**config.mk**
```make
export PLATFORM = sky130hd
export DESIGN_NAME = floppy_drive_phase_command_unit
export DESIGN_NICKNAME = d
export VERILOG_FILES = /design/src/rtl/core/fdpc_pkg.sv /design/src/rtl/core/fdpc_update.sv /design/src/rtl/core/floppy_drive_phase_command_unit.sv
export SDC_FILE = /design/constraint.sdc
export NUM_CORES = 1
export LEC_CHECK = 0
export ABC_CLOCK_PERIOD_IN_PS = 7300
export BUFFER_PORTS_ARGS = -buffer_cell sky130_fd_sc_hd__buf_4
export CAP_MARGIN = 20
export CORE_ASPECT_RATIO = 1.25
export CORE_MARGIN = 2
export CORE_UTILIZATION = 40
export CTS_BUF_LIST = sky130_fd_sc_hd__clkbuf_8
export CTS_CLUSTER_DIAMETER = 200
export DETAILED_ROUTE_END_ITERATION = 10
export PLACE_DENSITY = 0.63
export SYNTH_ARGS = -nofsm -noshare
export SYNTH_HDL_FRONTEND = slang
export SYNTH_SLANG_ARGS = --single-unit
```
**constraint.sdc**
```tcl
create_clock -name clk_i -period 7.3 [get_ports clk_i]
set_input_delay 0.73 -clock clk_i [delete_from_list [all_inputs] [get_ports clk_i]]
set_output_delay 0.73 -clock clk_i [all_outputs]
set_load 0.05 [all_outputs]
```
**src/rtl/core/fdpc_pkg.sv**
```systemverilog
package fdpc_pkg;

  localparam int unsigned TimeW  = 29;
  localparam int unsigned TrackW = 8;
  localparam int unsigned ElapW  = 24;
  localparam int unsigned CfgIdxW = 2;

  localparam logic [TrackW-1:0] TrackLimit = 8'd158;
  localparam logic [TrackW-1:0] TrackMax   = 8'd255;

  localparam logic [TimeW-1:0] StepTimeRst  = 29'd12000;
  localparam logic [TimeW-1:0] EjectTimeRst = 29'd500000000;

  // register indexes
  localparam logic [CfgIdxW-1:0] RegStepTime  = 2'd0;
  localparam logic [CfgIdxW-1:0] RegEjectTime = 2'd1;
  localparam logic [CfgIdxW-1:0] RegWrProt    = 2'd2;
  localparam logic [CfgIdxW-1:0] RegDblSided  = 2'd3;

  // control commands (strobe falling edge)
  localparam logic [3:0] CtlStepIn    = 4'h0;
  localparam logic [3:0] CtlStepOut   = 4'h1;
  localparam logic [3:0] CtlClrEject  = 4'h3;
  localparam logic [3:0] CtlStep      = 4'h4;
  localparam logic [3:0] CtlMotorOn   = 4'h8;
  localparam logic [3:0] CtlMotorOff  = 4'h9;
  localparam logic [3:0] CtlEject     = 4'hD;

  // queries (strobe low, no edge)
  localparam logic [3:0] QryStepDir   = 4'h0;
  localparam logic [3:0] QryLowerHead = 4'h1;
  localparam logic [3:0] QryNoDisk    = 4'h2;
  localparam logic [3:0] QryUpperHead = 4'h3;
  localparam logic [3:0] QryStepDone  = 4'h4;
  localparam logic [3:0] QryWrEnable  = 4'h6;
  localparam logic [3:0] QryMotorOff  = 4'h8;
  localparam logic [3:0] QryDblSided  = 4'h9;
  localparam logic [3:0] QryNotTrk0   = 4'hA;
  localparam logic [3:0] QryStepBusy  = 4'hB;
  localparam logic [3:0] QryNotEject  = 4'hC;

  typedef struct packed {
    logic [TimeW-1:0]  step_time;
    logic [TimeW-1:0]  eject_time;
    logic              wr_prot;
    logic              dbl_sided;
  } cfg_t;

  typedef struct packed {
    logic [TimeW-1:0]  timer;
    logic [TrackW-1:0] track;
    logic              step_inward;
    logic              upper_head;
    logic              ejected;
    logic              ejecting;
    logic              strobe_seen;
    logic              motor;
    logic              disk;
  } drv_state_t;

  typedef struct packed {
    logic [3:0]        phase;
    logic              head_select;
    logic [ElapW-1:0]  elapsed_ns;
    logic              drive_active;
    logic              insert_disk;
  } item_t;

endpackage

```
**src/rtl/core/fdpc_update.sv**
```systemverilog
module fdpc_update (
  input  fdpc_pkg::cfg_t       cfg_i,
  input  fdpc_pkg::drv_state_t state_i,
  input  fdpc_pkg::item_t      item_i,
  output fdpc_pkg::drv_state_t state_o,
  output logic                 sense_o
);
  import fdpc_pkg::*;

  logic [3:0]        cmd;
  logic [TimeW-1:0]  elap_ext;
  logic              expired;
  drv_state_t        s;
  logic              sense;

  assign cmd      = {item_i.phase[1], item_i.phase[0], item_i.head_select, item_i.phase[2]};
  assign elap_ext = {{(TimeW-ElapW){1'b0}}, item_i.elapsed_ns};

  always_comb begin
    s       = state_i;
    sense   = 1'b0;
    expired = 1'b0;
    if (item_i.drive_active) begin
      if (item_i.insert_disk) begin
        s.disk = 1'b1;
      end
      // timer saturates at zero
      s.timer = (state_i.timer > elap_ext) ? (state_i.timer - elap_ext) : '0;
      expired = (state_i.timer != '0) && (s.timer == '0);
      if (expired) begin
        if (state_i.ejecting) begin
          s.ejecting = 1'b0;
          s.ejected  = 1'b1;
          s.disk     = 1'b0;
        end else if (state_i.step_inward) begin
          if (state_i.track < TrackLimit) begin
            s.track = state_i.track + 8'd2;
          end
        end else if (state_i.track >= 8'd2) begin
          s.track = state_i.track - 8'd2;
        end
      end

      if (item_i.phase[3]) begin
        s.strobe_seen = 1'b1;
      end else if (state_i.strobe_seen) begin
        s.strobe_seen = 1'b0;
        case (cmd)
          CtlStepIn:   s.step_inward = 1'b1;
          CtlStepOut:  s.step_inward = 1'b0;
          CtlClrEject: s.ejected = 1'b0;
          CtlStep: begin
            if (!s.ejecting) begin
              s.timer = cfg_i.step_time;
            end
          end
          CtlMotorOn:  s.motor = 1'b1;
          CtlMotorOff: s.motor = 1'b0;
          CtlEject: begin
            if (!s.ejecting) begin
              s.motor    = 1'b0;
              s.ejecting = 1'b1;
              s.timer    = cfg_i.eject_time;
            end
          end
          default: ;
        endcase
      end else begin
        case (cmd)
          QryStepDir:   sense = !s.step_inward;
          QryLowerHead: begin
            if (s.upper_head) begin
              if (s.track != '0) begin
                s.track = s.track - 8'd1;
              end
              s.upper_head = 1'b0;
            end
          end
          QryNoDisk:    sense = !s.disk;
          QryUpperHead: begin
            if (!s.upper_head) begin
              if (s.track != TrackMax) begin
                s.track = s.track + 8'd1;
              end
              s.upper_head = 1'b1;
            end
          end
          QryStepDone:  sense = (s.timer == '0);
          QryWrEnable:  sense = s.disk & !cfg_i.wr_prot;
          QryMotorOff:  sense = !s.motor;
          QryDblSided:  sense = s.disk & cfg_i.dbl_sided;
          QryNotTrk0:   sense = (state_i.track != '0);
          QryStepBusy:  sense = (s.timer != '0);
          QryNotEject:  sense = !s.ejected;
          default:      sense = 1'b0;
        endcase
      end
    end
  end

  assign state_o = s;
  assign sense_o = sense;

endmodule

```
**src/rtl/core/floppy_drive_phase_command_unit.sv**
```systemverilog
// phase command unit of a 3.5 inch floppy drive
// input channel (in_valid_i / in_ready_o): one transfer per sampled set of
//   phase lines, head select, elapsed time, drive select and insert event
// output channel (out_valid_o / out_ready_i): one result transfer per input
//   transfer, carrying sense, quarter track, spindle, disk and eject status
// config port: cfg_we_i writes register cfg_idx_i (0 step time, 1 eject
//   time, 2 write protect, 3 double sided) with cfg_data_i, no wait
// order: an input transfer lands in the input register; when the result register
//   is free or being emptied, the drive state is updated and the result register
//   loads, and the result becomes visible
// throughput: one item per cycle while results are taken; the state update is
//   one short pass of logic from input register into state and result registers
// stall: when the receiver holds out_ready_i low the result register keeps
//   its value, the input register still takes one more transfer if empty, and then
//   in_ready_o drops until the result is taken
// reset: drive state cleared (track 0, motor off, no disk, timer idle),
//   config registers back to their defaults, both channels empty
module floppy_drive_phase_command_unit (
  input  logic                          clk_i,
  input  logic                          rst_ni,
  input  logic                          cfg_we_i,
  input  logic [fdpc_pkg::CfgIdxW-1:0]  cfg_idx_i,
  input  logic [fdpc_pkg::TimeW-1:0]    cfg_data_i,
  input  logic                          in_valid_i,
  output logic                          in_ready_o,
  input  logic [3:0]                    phase_i,
  input  logic                          head_select_i,
  input  logic [fdpc_pkg::ElapW-1:0]    elapsed_ns_i,
  input  logic                          drive_active_i,
  input  logic                          insert_disk_i,
  output logic                          out_valid_o,
  input  logic                          out_ready_i,
  output logic                          sense_o,
  output logic [fdpc_pkg::TrackW-1:0]   quarter_track_o,
  output logic                          spindle_on_o,
  output logic                          disk_loaded_o,
  output logic                          eject_busy_o
);
  import fdpc_pkg::*;

  cfg_t       cfg_q;
  drv_state_t state_q, state_d;
  item_t      item_q;
  logic       in_valid_q;
  logic       out_valid_q;
  logic       sense_d, sense_q;
  logic       advance;
  logic       in_xfer;

  // item moves from the input register into state/result when the result
  // register is free or being emptied this cycle
  assign advance    = in_valid_q && (!out_valid_q || out_ready_i);
  assign in_ready_o = !in_valid_q || advance;
  assign in_xfer    = in_valid_i && in_ready_o;

  // config registers
  always_ff @(posedge clk_i or negedge rst_ni) begin
    if (!rst_ni) begin
      cfg_q.step_time  <= StepTimeRst;
      cfg_q.eject_time <= EjectTimeRst;
      cfg_q.wr_prot    <= 1'b0;
      cfg_q.dbl_sided  <= 1'b1;
    end else if (cfg_we_i) begin
      case (cfg_idx_i)
        RegStepTime:  cfg_q.step_time  <= cfg_data_i;
        RegEjectTime: cfg_q.eject_time <= cfg_data_i;
        RegWrProt:    cfg_q.wr_prot    <= cfg_data_i[0];
        RegDblSided:  cfg_q.dbl_sided  <= cfg_data_i[0];
        default: ;
      endcase
    end
  end

  // input register
  always_ff @(posedge clk_i or negedge rst_ni) begin
    if (!rst_ni) begin
      in_valid_q <= 1'b0;
    end else if (in_ready_o) begin
      in_valid_q <= in_valid_i;
    end
  end

  always_ff @(posedge clk_i) begin
    if (in_xfer) begin
      item_q.phase        <= phase_i;
      item_q.head_select  <= head_select_i;
      item_q.elapsed_ns   <= elapsed_ns_i;
      item_q.drive_active <= drive_active_i;
      item_q.insert_disk  <= insert_disk_i;
    end
  end

  fdpc_update u_update (
    .cfg_i   (cfg_q),
    .state_i (state_q),
    .item_i  (item_q),
    .state_o (state_d),
    .sense_o (sense_d)
  );

  // drive state
  always_ff @(posedge clk_i or negedge rst_ni) begin
    if (!rst_ni) begin
      state_q <= '0;
    end else if (advance) begin
      state_q <= state_d;
    end
  end

  // result register; status outputs read straight from the state, which
  // only changes together with the result register
  always_ff @(posedge clk_i or negedge rst_ni) begin
    if (!rst_ni) begin
      out_valid_q <= 1'b0;
    end else if (advance) begin
      out_valid_q <= 1'b1;
    end else if (out_ready_i) begin
      out_valid_q <= 1'b0;
    end
  end

  always_ff @(posedge clk_i) begin
    if (advance) begin
      sense_q <= sense_d;
    end
  end

  assign out_valid_o     = out_valid_q;
  assign sense_o         = sense_q;
  assign quarter_track_o = state_q.track;
  assign spindle_on_o    = state_q.motor;
  assign disk_loaded_o   = state_q.disk;
  assign eject_busy_o    = state_q.ejecting;

  // an accepted item always shows up in the input register
  a_in_capture: assert property (@(posedge clk_i) disable iff (!rst_ni)
    in_xfer |=> in_valid_q)
    else $error("accepted item not held in input register");

  // every state update produces a pending result
  a_adv_result: assert property (@(posedge clk_i) disable iff (!rst_ni)
    advance |=> out_valid_o)
    else $error("state advanced without a result");

  // starting an eject always stops the motor
  a_eject_motor: assert property (@(posedge clk_i) disable iff (!rst_ni)
    $rose(state_q.ejecting) |-> !state_q.motor)
    else $error("eject started with motor running");

  // a finished eject leaves no disk behind
  a_eject_done: assert property (@(posedge clk_i) disable iff (!rst_ni)
    $fell(state_q.ejecting) |-> !state_q.disk)
    else $error("eject finished but disk still present");

endmodule
```
[After elaboration in Yosys (flattened, before gate mapping)]
Cells that the tools add are included.
Storage, ports and cells
  bits in registers: 138
  bits of input ports: 67
  output and inout port bits: 14
Operators by class
  add/sub/neg operators: 5
  $lt $le $gt $ge: 3
  equality and inequality tests: 16
  mux-type cells: 38
  bitwise operators: 5
  reduce and logical (&&, ||, !) cells: 32
Operators with widths (count)
  $mux W29: 4
  $mux W8: 11
  $pmux W29 S2: 1
  $reduce_bool A29 Y1: 2
  $mux W41: 1
  $gt A29 B24 Y1: 1
  $logic_not A29 Y1: 1
  $sub A29 B24 Y29: 1
  $eq A4 B4 Y1 const B: 6
  $pmux W8 S2: 1
  $reduce_bool A8 Y1: 2
  $mux W1: 12
  $reduce_and A2 Y1: 5
  $reduce_and A5 Y1: 2
  $pmux W1 S9: 1
  $add A8 B1 Y8 const B: 1
  $add A8 B2 Y8 const B: 1
  $eq A4 B2 Y1 const B: 2
  $eq A4 B3 Y1 const B: 2
  $ge A8 B2 Y1 const B: 1
  $lt A8 B8 Y1 const B: 1
  $ne A8 B8 Y1 const B: 1
  $sub A8 B1 Y8 const B: 1
  $sub A8 B2 Y8 const B: 1
  other kinds (19): 37

[Logic depth before layout (Yosys ltp)]
Gate-level depths: netlist (run 1).
  depth after elaboration: 12
  gate-level depth with buffers: 20
  gate-level depth less buffers: 20

[Cells and area by module]
Synthesis (run 1) repeated with hierarchy kept, for this count alone.
Unflattened totals
  cells, all modules: 1045
  area, all modules: 9900.7 um^2
By module, submodules not included
  floppy_drive_phase_command_unit: times used 1, cells each 272, area an instance 5106.1 um^2
  fdpc_update: times used 1, cells each 773, area an instance 4794.6 um^2

[Least setup slack after synthesis (run 1)]
OpenSTA, ideal clock, no wires.
  path type: register to register
  from: register state_q[15] in the netlist's numbering
  to: register state_q, in the netlist quarter_track_o[1]
  arrival time: 4.233 ns
  data required time: 7.159 ns
  setup slack: 2.926 ns
  cell stages (with the launch flop): 21
  buffers on the path: 0
  clock period less this slack: 4.374 ns
  cells stage by stage: dfrtp_1 > inv_1 > ha_1 > fa_1 > nand2b_1 > a211o_1 > nor2_1 > nor2_1 > o311ai_1 > nor4b_2 > and4b_2 > a211oi_1 > a21oi_1 > inv_1 > ha_1 > inv_1 > a2111oi_0 > o21ai_0 > o21ai_1 > mux2i_1 > a221oi_1
On the way
  cells in the longest elaborated chain, start to end: 12
RTL lines
  from (decl): RTL line floppy_drive_phase_command_unit.sv:42  | drv_state_t state_q, state_d;
  from (signal assigned): RTL line floppy_drive_phase_command_unit.sv:106  | state_q <= state_d;
  $sub A29 B24 Y29 or $gt A29 B24 Y1 (tied branches): RTL line fdpc_update.sv:28  | s.timer = (state_i.timer > elap_ext) ? (state_i.timer - elap_ext) : '0;
  $mux W29: RTL line fdpc_update.sv:28
  $logic_not A29 Y1: RTL line fdpc_update.sv:29  | expired = (state_i.timer != '0) && (s.timer == '0);
  $logic_and A1 B1 Y1 (*): RTL line fdpc_update.sv:29
  $mux W8 (*): RTL line fdpc_update.sv:30  | if (expired) begin
  $mux W8 (*): RTL line fdpc_update.sv:23  | if (item_i.drive_active) begin
  $add A8 B1 Y8, or another cell as far along: RTL line fdpc_update.sv:83  | s.track = s.track + 8'd1;
  $mux W8, on equally long branches: RTL line fdpc_update.sv:82, fdpc_update.sv:73
  $mux W8, on equally long branches: RTL line fdpc_update.sv:81, fdpc_update.sv:72
  $pmux W8 S2: RTL line fdpc_update.sv:69  | case (cmd)
  $mux W8: RTL line fdpc_update.sv:46  | end else if (state_i.strobe_seen) begin
  $mux W41 (*): RTL line fdpc_update.sv:44  | if (item_i.phase[3]) begin
Mark *: on every way between the ends. The rest lies on a longest branch, timed or not. The select of a mux whose other input is x is not followed.
A chain may end at the register's enable or synchronous reset.

[Worst setup path after layout (run 1)]
  from: register state_q[15] in the netlist's numbering
  to: register state_q, in the netlist quarter_track_o[0]
Same word-level chain as after synthesis.

==> impl_results.md, run 1 <==
* DP HPWL at 21900 um
* Pwr/cell area at 355 mW/mm^2
* Grt ovf at 0
* Synthesized Nets at 1092
* CP arrival at between 5 and 6 ns
* Htree depth at 4
* Post-CTS resize count at 0
* Biggest area consumer among synthesized cells: dfrtp_1
* Worst Setup End Kind: register
* Via count at 8220
* Most numerous cell in the Yosys netlist: nand2_1
* Main synth FF type: dfrtp_1
* Antenna violations before repair at 0
* Synthesized area at just over 0.009 mm^2
* Detailed Routing Iterations Pass 1 at 5
* Crit path time final at 5.36 ns
* Register area at roughly 0.0036 mm^2
* Max-slew violations at 0
* Critical path buffers and inverters at 3
* YS warnings at 0
* Cell family with most CP delay: compound AO/OA/AOI/OAI gates
* First-pass GRT wire length at around 45000 um
* Antenna-violating nets left at 0
* Most frequent CP cell: inv_1
* Max-Slew Margin vs Limit at 38.4%
* Tightest Hold Check Type: in2async
* Worst setup SP type: register
* Final setup viols at 0
* Area share of the largest cell type after synthesis at 22.9%
* Worst Path Required at 7.70 ns
* Post-synth EDFFs at 32
* DRC Markers at 0
* Port-buffer cells at 80
* Total chip power at 3.69 mW
* Reg clk slew, reported paths at around 0.090 ns
* Maximum VDD drop at 162 uV
* Lkg Pwr at 4.26 nW
* Final net count at 1142
* Total die area at 0.0244 mm^2
* Num CTS Buffers at 17
* Max Cap Viol at 0
* Gate Count Post-Synth at 996
* Fmax at 186 MHz
* CTS root buffer: clkbuf_8
* Io pins at 81
* Gpl congestion at 0.999
* Avg Inst Size Synth at 9.32 um^2
* Row cnt at 62
* Final Hold Vio Count at 0
* Dpl cells at 1315
* Final Cycle Share at 73.5%
* Largest net degree at the start of global routing at 72
* WS Path Type: reg2reg
* Area occupied by multi-input gates at 0.00518 mm^2
* Largest cells by area after synthesis: dfrtp_1 (23%), edfxtp_1 (10%), mux2_2 (7.3%), dfstp_2 (5.9%), ha_1 (3.8%)
* Clock Latency Late Sink at 0.49 ns
* Sink Count at 138
* Vias in the first global route at 8275
* Initial Utilization at 40.6%
* Chip width at 140 um
* Share of cells above drive strength 1 at ~22%
* RSZ-0062 raised after global routing: false
* Worst Skew at 0.0198 ns
* Critical path cell sequence: inv_1 > ha_1 > fa_1 > nand2b_1 > a211oi_2 > o211ai_1 > a31oi_1 > nor2_1 > a221oi_1 > and4b_2 > a21o_1 > a21oi_1 > inv_1 > ha_1 > inv_1 > a2111oi_0 > o21ai_0 > o211a_1 > o21ai_1 > xnor2_1
* Final non-filler cell total at 1347
* Setup TNS at 0 ns
* Core area at 0.0229 mm^2
* Hold_buf cts at 0
* CTS tree: built
* Crit path max fanout at 5
* Global Route Usage Sum at 23.8%
* Filler cells at roughly 2.2k
* Status: finished clean
* Area growth syn-to-layout at 12.0%
* Slowest cell on crit path: a2111oi_0
* Max incr delay on CP at slightly below 0.6 ns
* DRT iter0 DRCs at 467
* Avg WL per Cell at 21.3 um
* Proportion of synthesized flip-flops having asynchronous set or reset at 76.8%
* Flops & latches, synth at 138
* Setup Fix Bufs, Post-CTS at 0
* Total wire length at approximately 29000 um
* Inserted Diodes at 0
* Clock Tree Buf Depth at 2
* Sequential share of the synthesized area at around 39%
* Die H at 174 um
* Commonest cells in the netlist: nand2_1 (92), dfrtp_1 (85), nor2_1 (78), mux2_2 (60), a21oi_1 (57)
* Worst slew pin tran at 0.924 ns
* Vias per Instance at roughly 6
* Number of distinct library cells after synthesis at 93
logic make-up (layout without fill, tap and decap cells):
logic type | after synthesis | after routing | share of synthesized area [%]
AO/OA/AOI/OAI | 296 | 296 | 22.5
XOR/XNOR | 20 | 20 | 1.89
adder cells (fa/ha/maj) | 29 | 29 | 3.99
buffers and inverters | 104 | 167 | 5.04
flip-flops | 138 | 138 | 39.2
multiplexers | 76 | 76 | 9.01
AND/OR/NAND/NOR | 333 | 333 | 18.3
power by group:
| part | switching, mW | internal [mW] |
|---|---|---|
| Clock | 0.331 | 0.280 |
| Combinational | 1.21 | 0.689 |
| Sequential | 0.205 | 0.978 |
| Total | 1.74 | 1.95 |
worst register-to-register path: cells and delay by family (launching register included):
kind / cells / cell delay [ns]
fa+ha+maj: 3 / 0.84
flops: 1 / 0.37
buf+inv: 3 / 0.28
xor+xnor: 1 / 0.14
compound gates: 10 / 2.98
simple gates: 3 / 0.65
placed cells by master, fill, tap and decap left out, drive strengths merged, types with 24 or more instances in the layout:
cell type and n:
ha 28, dfrtp 85, o21ai 57, nor2 79
nand2 93, buf 90, nor3 24, mux2 60
inv 52, a21oi 61, edfxtp 32
layout make-up:
cell class	count	area share (%)
multi-input cells	754	49.8
flip-flops and latches	138	35.0
repair buffers	90	6.50
well taps	288	3.47
clock buffers	18	2.38
inverters	45	1.63
clock inverters	14	1.17
flip-flops by register name, summed over array words and instances (netlist names):
name / flops
disk_loaded_o: 1
in_valid_q: 1
eject_busy_o: 1
quarter_track_o: 8
spindle_on_o: 1
item_q: 31
state_q: 33
out_valid_o: 1
cfg_q: 60
sense_o: 1
worst paths after layout:
kind | cells past startpoint | start | endpoint | slack, ns
worst max-delay path | 20 | state_q[15]$_DFFE_PN0P_ | quarter_track_o[0]$_DFFE_PN0P_ | 1.94
worst min-delay path | 1 | rst_ni | quarter_track_o[7]$_DFFE_PN0P_ | 0.23
worst max register to register | 20 | state_q[15]$_DFFE_PN0P_ | quarter_track_o[0]$_DFFE_PN0P_ | 1.94
worst min register to register | 1 | in_valid_q$_DFFE_PN0N_ | out_valid_o$_DFFE_PN0P_ | 0.50
max in group asynchronous | 2 | rst_ni | state_q[42]$_DFFE_PN0P_ | 5.75
min in group clk_i | 1 | head_select_i | item_q[26]$_DFFE_PP_ | 0.42
stage by stage:
stage	area, um^2	utilization [%]	setup WS (ns)	hold slack (ns)
2_1_floorplan	9280	-	2.93	0.434
4_1_cts	10400	45.4	2.02	0.229
5_1_grt	10400	45.4	1.59	0.259
6_report	10400	45.4	1.94	0.229
3_5_place_dp	10000	43.8	2.05	0.487
3_3_place_gp	10000	43.8	2.14	0.478
layer usage:
metal	global-route usage (%)	part of all wire, %	up-vias
li1	-	-	3845
met1	27.2	39	4006
met2	41.6	51	279
met3	3.50	4.3	90
met4	15.2	6.2	0
met5	0	0	-
Power figures use the tool's default switching activity.
==> run 2, diff against run 1 <==
--- a/config.mk
+++ b/config.mk
@@ -5,7 +5,8 @@
 export SDC_FILE = /design/constraint.sdc
 export NUM_CORES = 1
 export LEC_CHECK = 0
-export ABC_CLOCK_PERIOD_IN_PS = 7300
+export ABC_AREA = 1
+export ABC_CLOCK_PERIOD_IN_PS = 5190
 export BUFFER_PORTS_ARGS = -buffer_cell sky130_fd_sc_hd__buf_4
 export CAP_MARGIN = 20
 export CORE_ASPECT_RATIO = 1.25
==> constraint.sdc (replaced) <==
create_clock -name clk_i -period 5.19 [get_ports clk_i]
set_input_delay 0.519 -clock clk_i [delete_from_list [all_inputs] [get_ports clk_i]]
set_output_delay 0.519 -clock clk_i [all_outputs]
set_load 0.05 [all_outputs]
==> run 2 against run 1 <==
Compared with the run above:
- sequential power increased by 37%
- via count increased by 20%
- critical path depth increased by 6
- worst setup slack got worse by 1.2 ns
- die area increased by 11%
- largest cell class unchanged
==> impl_results.md, run 2 <==
* Final Cycle Share at 84.9% (+11 points)
* Vias in the first global route at 9471 (+14%)
* Maximum VDD drop at 210 uV (+30%)
* Area share of the largest cell type after synthesis at 20.6% (-2.3 points)
* Setup Fix Bufs, Post-CTS at 0 (unchanged)
* Max-slew violations at 0 (unchanged)
* Commonest cells after routing, fill and taps aside: nand2_1 (540), inv_1 (242), o21ai_0 (105)
* Filler cells at 2611 (+17%)
* Proportion of synthesized flip-flops having asynchronous set or reset at 76.8% (unchanged)
* Num CTS Buffers at 17 (unchanged)
* Core area at 0.0253 mm^2 (+11%)
* Main synth FF type: dfrtp_1
* CP arrival at 4.79 ns (-0.97 ns)
* Reg-to-Reg End: quarter_track_o[1]$_DFFE_PN0P_
* Initial Utilization at 40.9% (+0.30 points)
* Biggest area consumer among synthesized cells: dfrtp_1
* DP HPWL at 23600 um (+7.6%)
* YS warnings at 0 (unchanged)
* WS Path Type: reg2reg
* Avg WL per Cell at 15.8 um (-26%)
* Most numerous cell in the Yosys netlist: nand2_1
* Worst Setup End Kind: register
* Final setup viols at 0 (unchanged)
* Htree depth at 4 (unchanged)
* FF-to-FF setup slack at 0.78 ns (-1.15 ns)
* Worst Skew at 0.0161 ns (-0.00380 ns)
* Global Route Usage Sum at 23.1% (-0.69 points)
* Sink Count at 138 (unchanged)
* Clock Latency Late Sink at 0.47 ns (-0.02 ns)
* Avg Inst Size Synth at 6.77 um^2 (-27%)
* Grt ovf at 0 (unchanged)
* Reg clk slew, reported paths at 0.08 ns (about the same)
* Setup TNS at 0 ns (unchanged)
* Final Hold Vio Count at 0 (unchanged)
* Lkg Pwr at 5.95 nW (+39%)
* Largest registers: cfg_q (60), state_q (33), item_q (31)
* DRT iter0 DRCs at 1001 (+110%)
* Worst Path Required at 5.57 ns (-2.13 ns)
* CTS tree: built
* Row cnt at 65 (+4.8%)
* Gpl congestion at 0.949 (-5.0%)
* Port-buffer cells at 80 (unchanged)
* Crit path max fanout at 23 (+18)
* Largest cells by area after synthesis: dfrtp_1 (21%), nand2_1 (20%), edfxtp_1 (9.3%), inv_1 (8.8%), dfstp_2 (5.3%)
* Crit path time final at 4.41 ns (-0.959 ns)
* Gate Count Post-Synth at 1526 (+53%)
* Post-synth EDFFs at 32 (unchanged)
* Antenna-violating nets left at 0 (unchanged)
* Post-place instance area at 0.0112 mm^2 (+11%)
* Sequential share of the synthesized area at 35.2% (-4.0 points)
* Flops & latches, synth at 138 (unchanged)
* Inserted Diodes at 0 (unchanged)
* Worst slew pin tran at 0.864 ns (-0.0597 ns)
* Max Cap Viol at 0 (unchanged)
* Vias per Instance at 5.10 (-16%)
* Detailed Routing Iterations Pass 1 at 6 (+1)
* Tightest Hold Check Type: in2async
* Area growth syn-to-layout at 12.3%
* Post-Layout Inst Area at 0.0116 mm^2 (+12%)
* Max-Slew Margin vs Limit at 42.3% (+4.0 points)
* Number of distinct library cells after synthesis at 64 (-31%)
* Antenna violations before repair at 0 (unchanged)
* Total wire length at 30600 um (+6.7%)
* Io pins at 81 (unchanged)
* First-pass GRT wire length at 49800 um (+10%)
* CTS root buffer: clkbuf_8
* Largest reg by FF count: cfg_q
* Via count at 9874 (+20%)
* Worst setup SP type: register
* Chip width at 148 um (+5.4%)
* Total die area at 0.0271 mm^2 (+11%)
* Max reg flops at 60 (unchanged)
* Hold_buf cts at 0 (unchanged)
* RSZ-0062 raised after global routing: false
* Share of cells above drive strength 1 at 13.7% (-8.3 points)
* Status: finished clean
* Synthesized area at 0.0103 mm^2 (+11%)
* Reg2reg path depth at 26 (+30%)
* Clock Tree Buf Depth at 2 (unchanged)
* Worst reg2reg path startpoint: state_q[32]$_DFFE_PN0P_
* Final core occ at 45.9% (+0.46 points)
* Die H at 184 um (+5.4%)
* Commonest cells in the netlist: nand2_1 (540), inv_1 (241), o21ai_0 (105), nand3_1 (86), dfrtp_1 (85)
* Fin Hold WS at 0.119 ns (-0.110 ns)
* Pwr/cell area at 474 mW/mm^2 (+34%)
* Synthesized Nets at 1622 (+49%)
* Final net count at 1684 (+47%)
* Largest net degree at the start of global routing at 59 (-18%)
* Fmax at 227 MHz (+22%)
* DRC Markers at 0 (unchanged)
* Commonest non-fill, non-tap cell in the layout: nand2_1
* Total chip power at 5.50 mW (+49%)
* Post-CTS resize count at 0 (unchanged)
-- run 2: cell families after synthesis --
kind of cell    share of synthesized area, %
compound gates                          12.5
flops                                   35.2
xor+xnor                                1.44
simple gates                            35.5
buf+inv                                 11.8
fa+ha+maj                               3.58
-- run 2: final cells by class --
cell class                 instances  area [um^2]  area share [%]
clock buffer                      19          262            2.25
clock inverter                    13          143            1.23
inverter                         252          953            8.22
multi-input combinational       1089         5490            47.3
sequential                       138         3640            31.4
tap                              335          419            3.61
timing repair buffer              90          701            6.04
-- run 2: routing by layer --
| metal | wire, um | GRT usage, % | vias up |
|---|---|---|---|
| li1 | - | - | 4972 |
| met1 | 14600 | 33.3 | 4537 |
| met2 | 13500 | 35.7 | 315 |
| met3 | 1780 | 3.62 | 50 |
| met4 | 697 | 7.42 | 0 |
| met5 | 0 | 0 | - |
-- run 2: report_power, final --
part	switching, mW	internal (mW)
combinational	2.00	0.971
clock	0.461	0.455
sequential	0.251	1.36
total	2.71	2.79
-- run 2: stage by stage --
step	setup slack, ns	std cells
after CTS	0.791	1934
after detailed placement	0.842	1902
after global routing	0.420	1936
final	0.784	1936
after global placement	0.857	1902
after floorplan	1.76	1526
-- run 2: worst max-delay path by stage --
stage | from | end | depth (start not counted)
3_3_place_gp | state_q[32]$_DFFE_PN0P_ | quarter_track_o[1]$_DFFE_PN0P_ | 26
3_5_place_dp | state_q[32]$_DFFE_PN0P_ | quarter_track_o[6]$_DFFE_PN0P_ | 26
6_report | state_q[32]$_DFFE_PN0P_ | quarter_track_o[1]$_DFFE_PN0P_ | 26
4_1_cts | state_q[32]$_DFFE_PN0P_ | quarter_track_o[1]$_DFFE_PN0P_ | 26
5_1_grt | state_q[32]$_DFFE_PN0P_ | quarter_track_o[1]$_DFFE_PN0P_ | 26
2_1_floorplan | state_q[15]$_DFFE_PN0P_ | quarter_track_o[1]$_DFFE_PN0P_ | 30
-- run 2: worst max-delay path, stage by stage (launching register included) --
cell and delay (ns):
dfrtp_1 0.47, ha_1 0.41, nand2_1 0.13, nor2_2 0.18, inv_2 0.06, nor2_4 0.11
nand4_2 0.31, a21boi_4 0.27, buf_4 0.22, nand2_1 0.10, nand2_1 0.05, nor2_1 0.08
nand2_1 0.09, nor2_4 0.26, nand3_4 0.22, nand2_2 0.14, nand2_4 0.10, inv_1 0.08
ha_1 0.13, inv_1 0.10, nor2_2 0.19, nand2_4 0.12, nand3b_1 0.10, nand3_1 0.08
nand2_1 0.10, nand2_1 0.06, a21boi_1 0.16
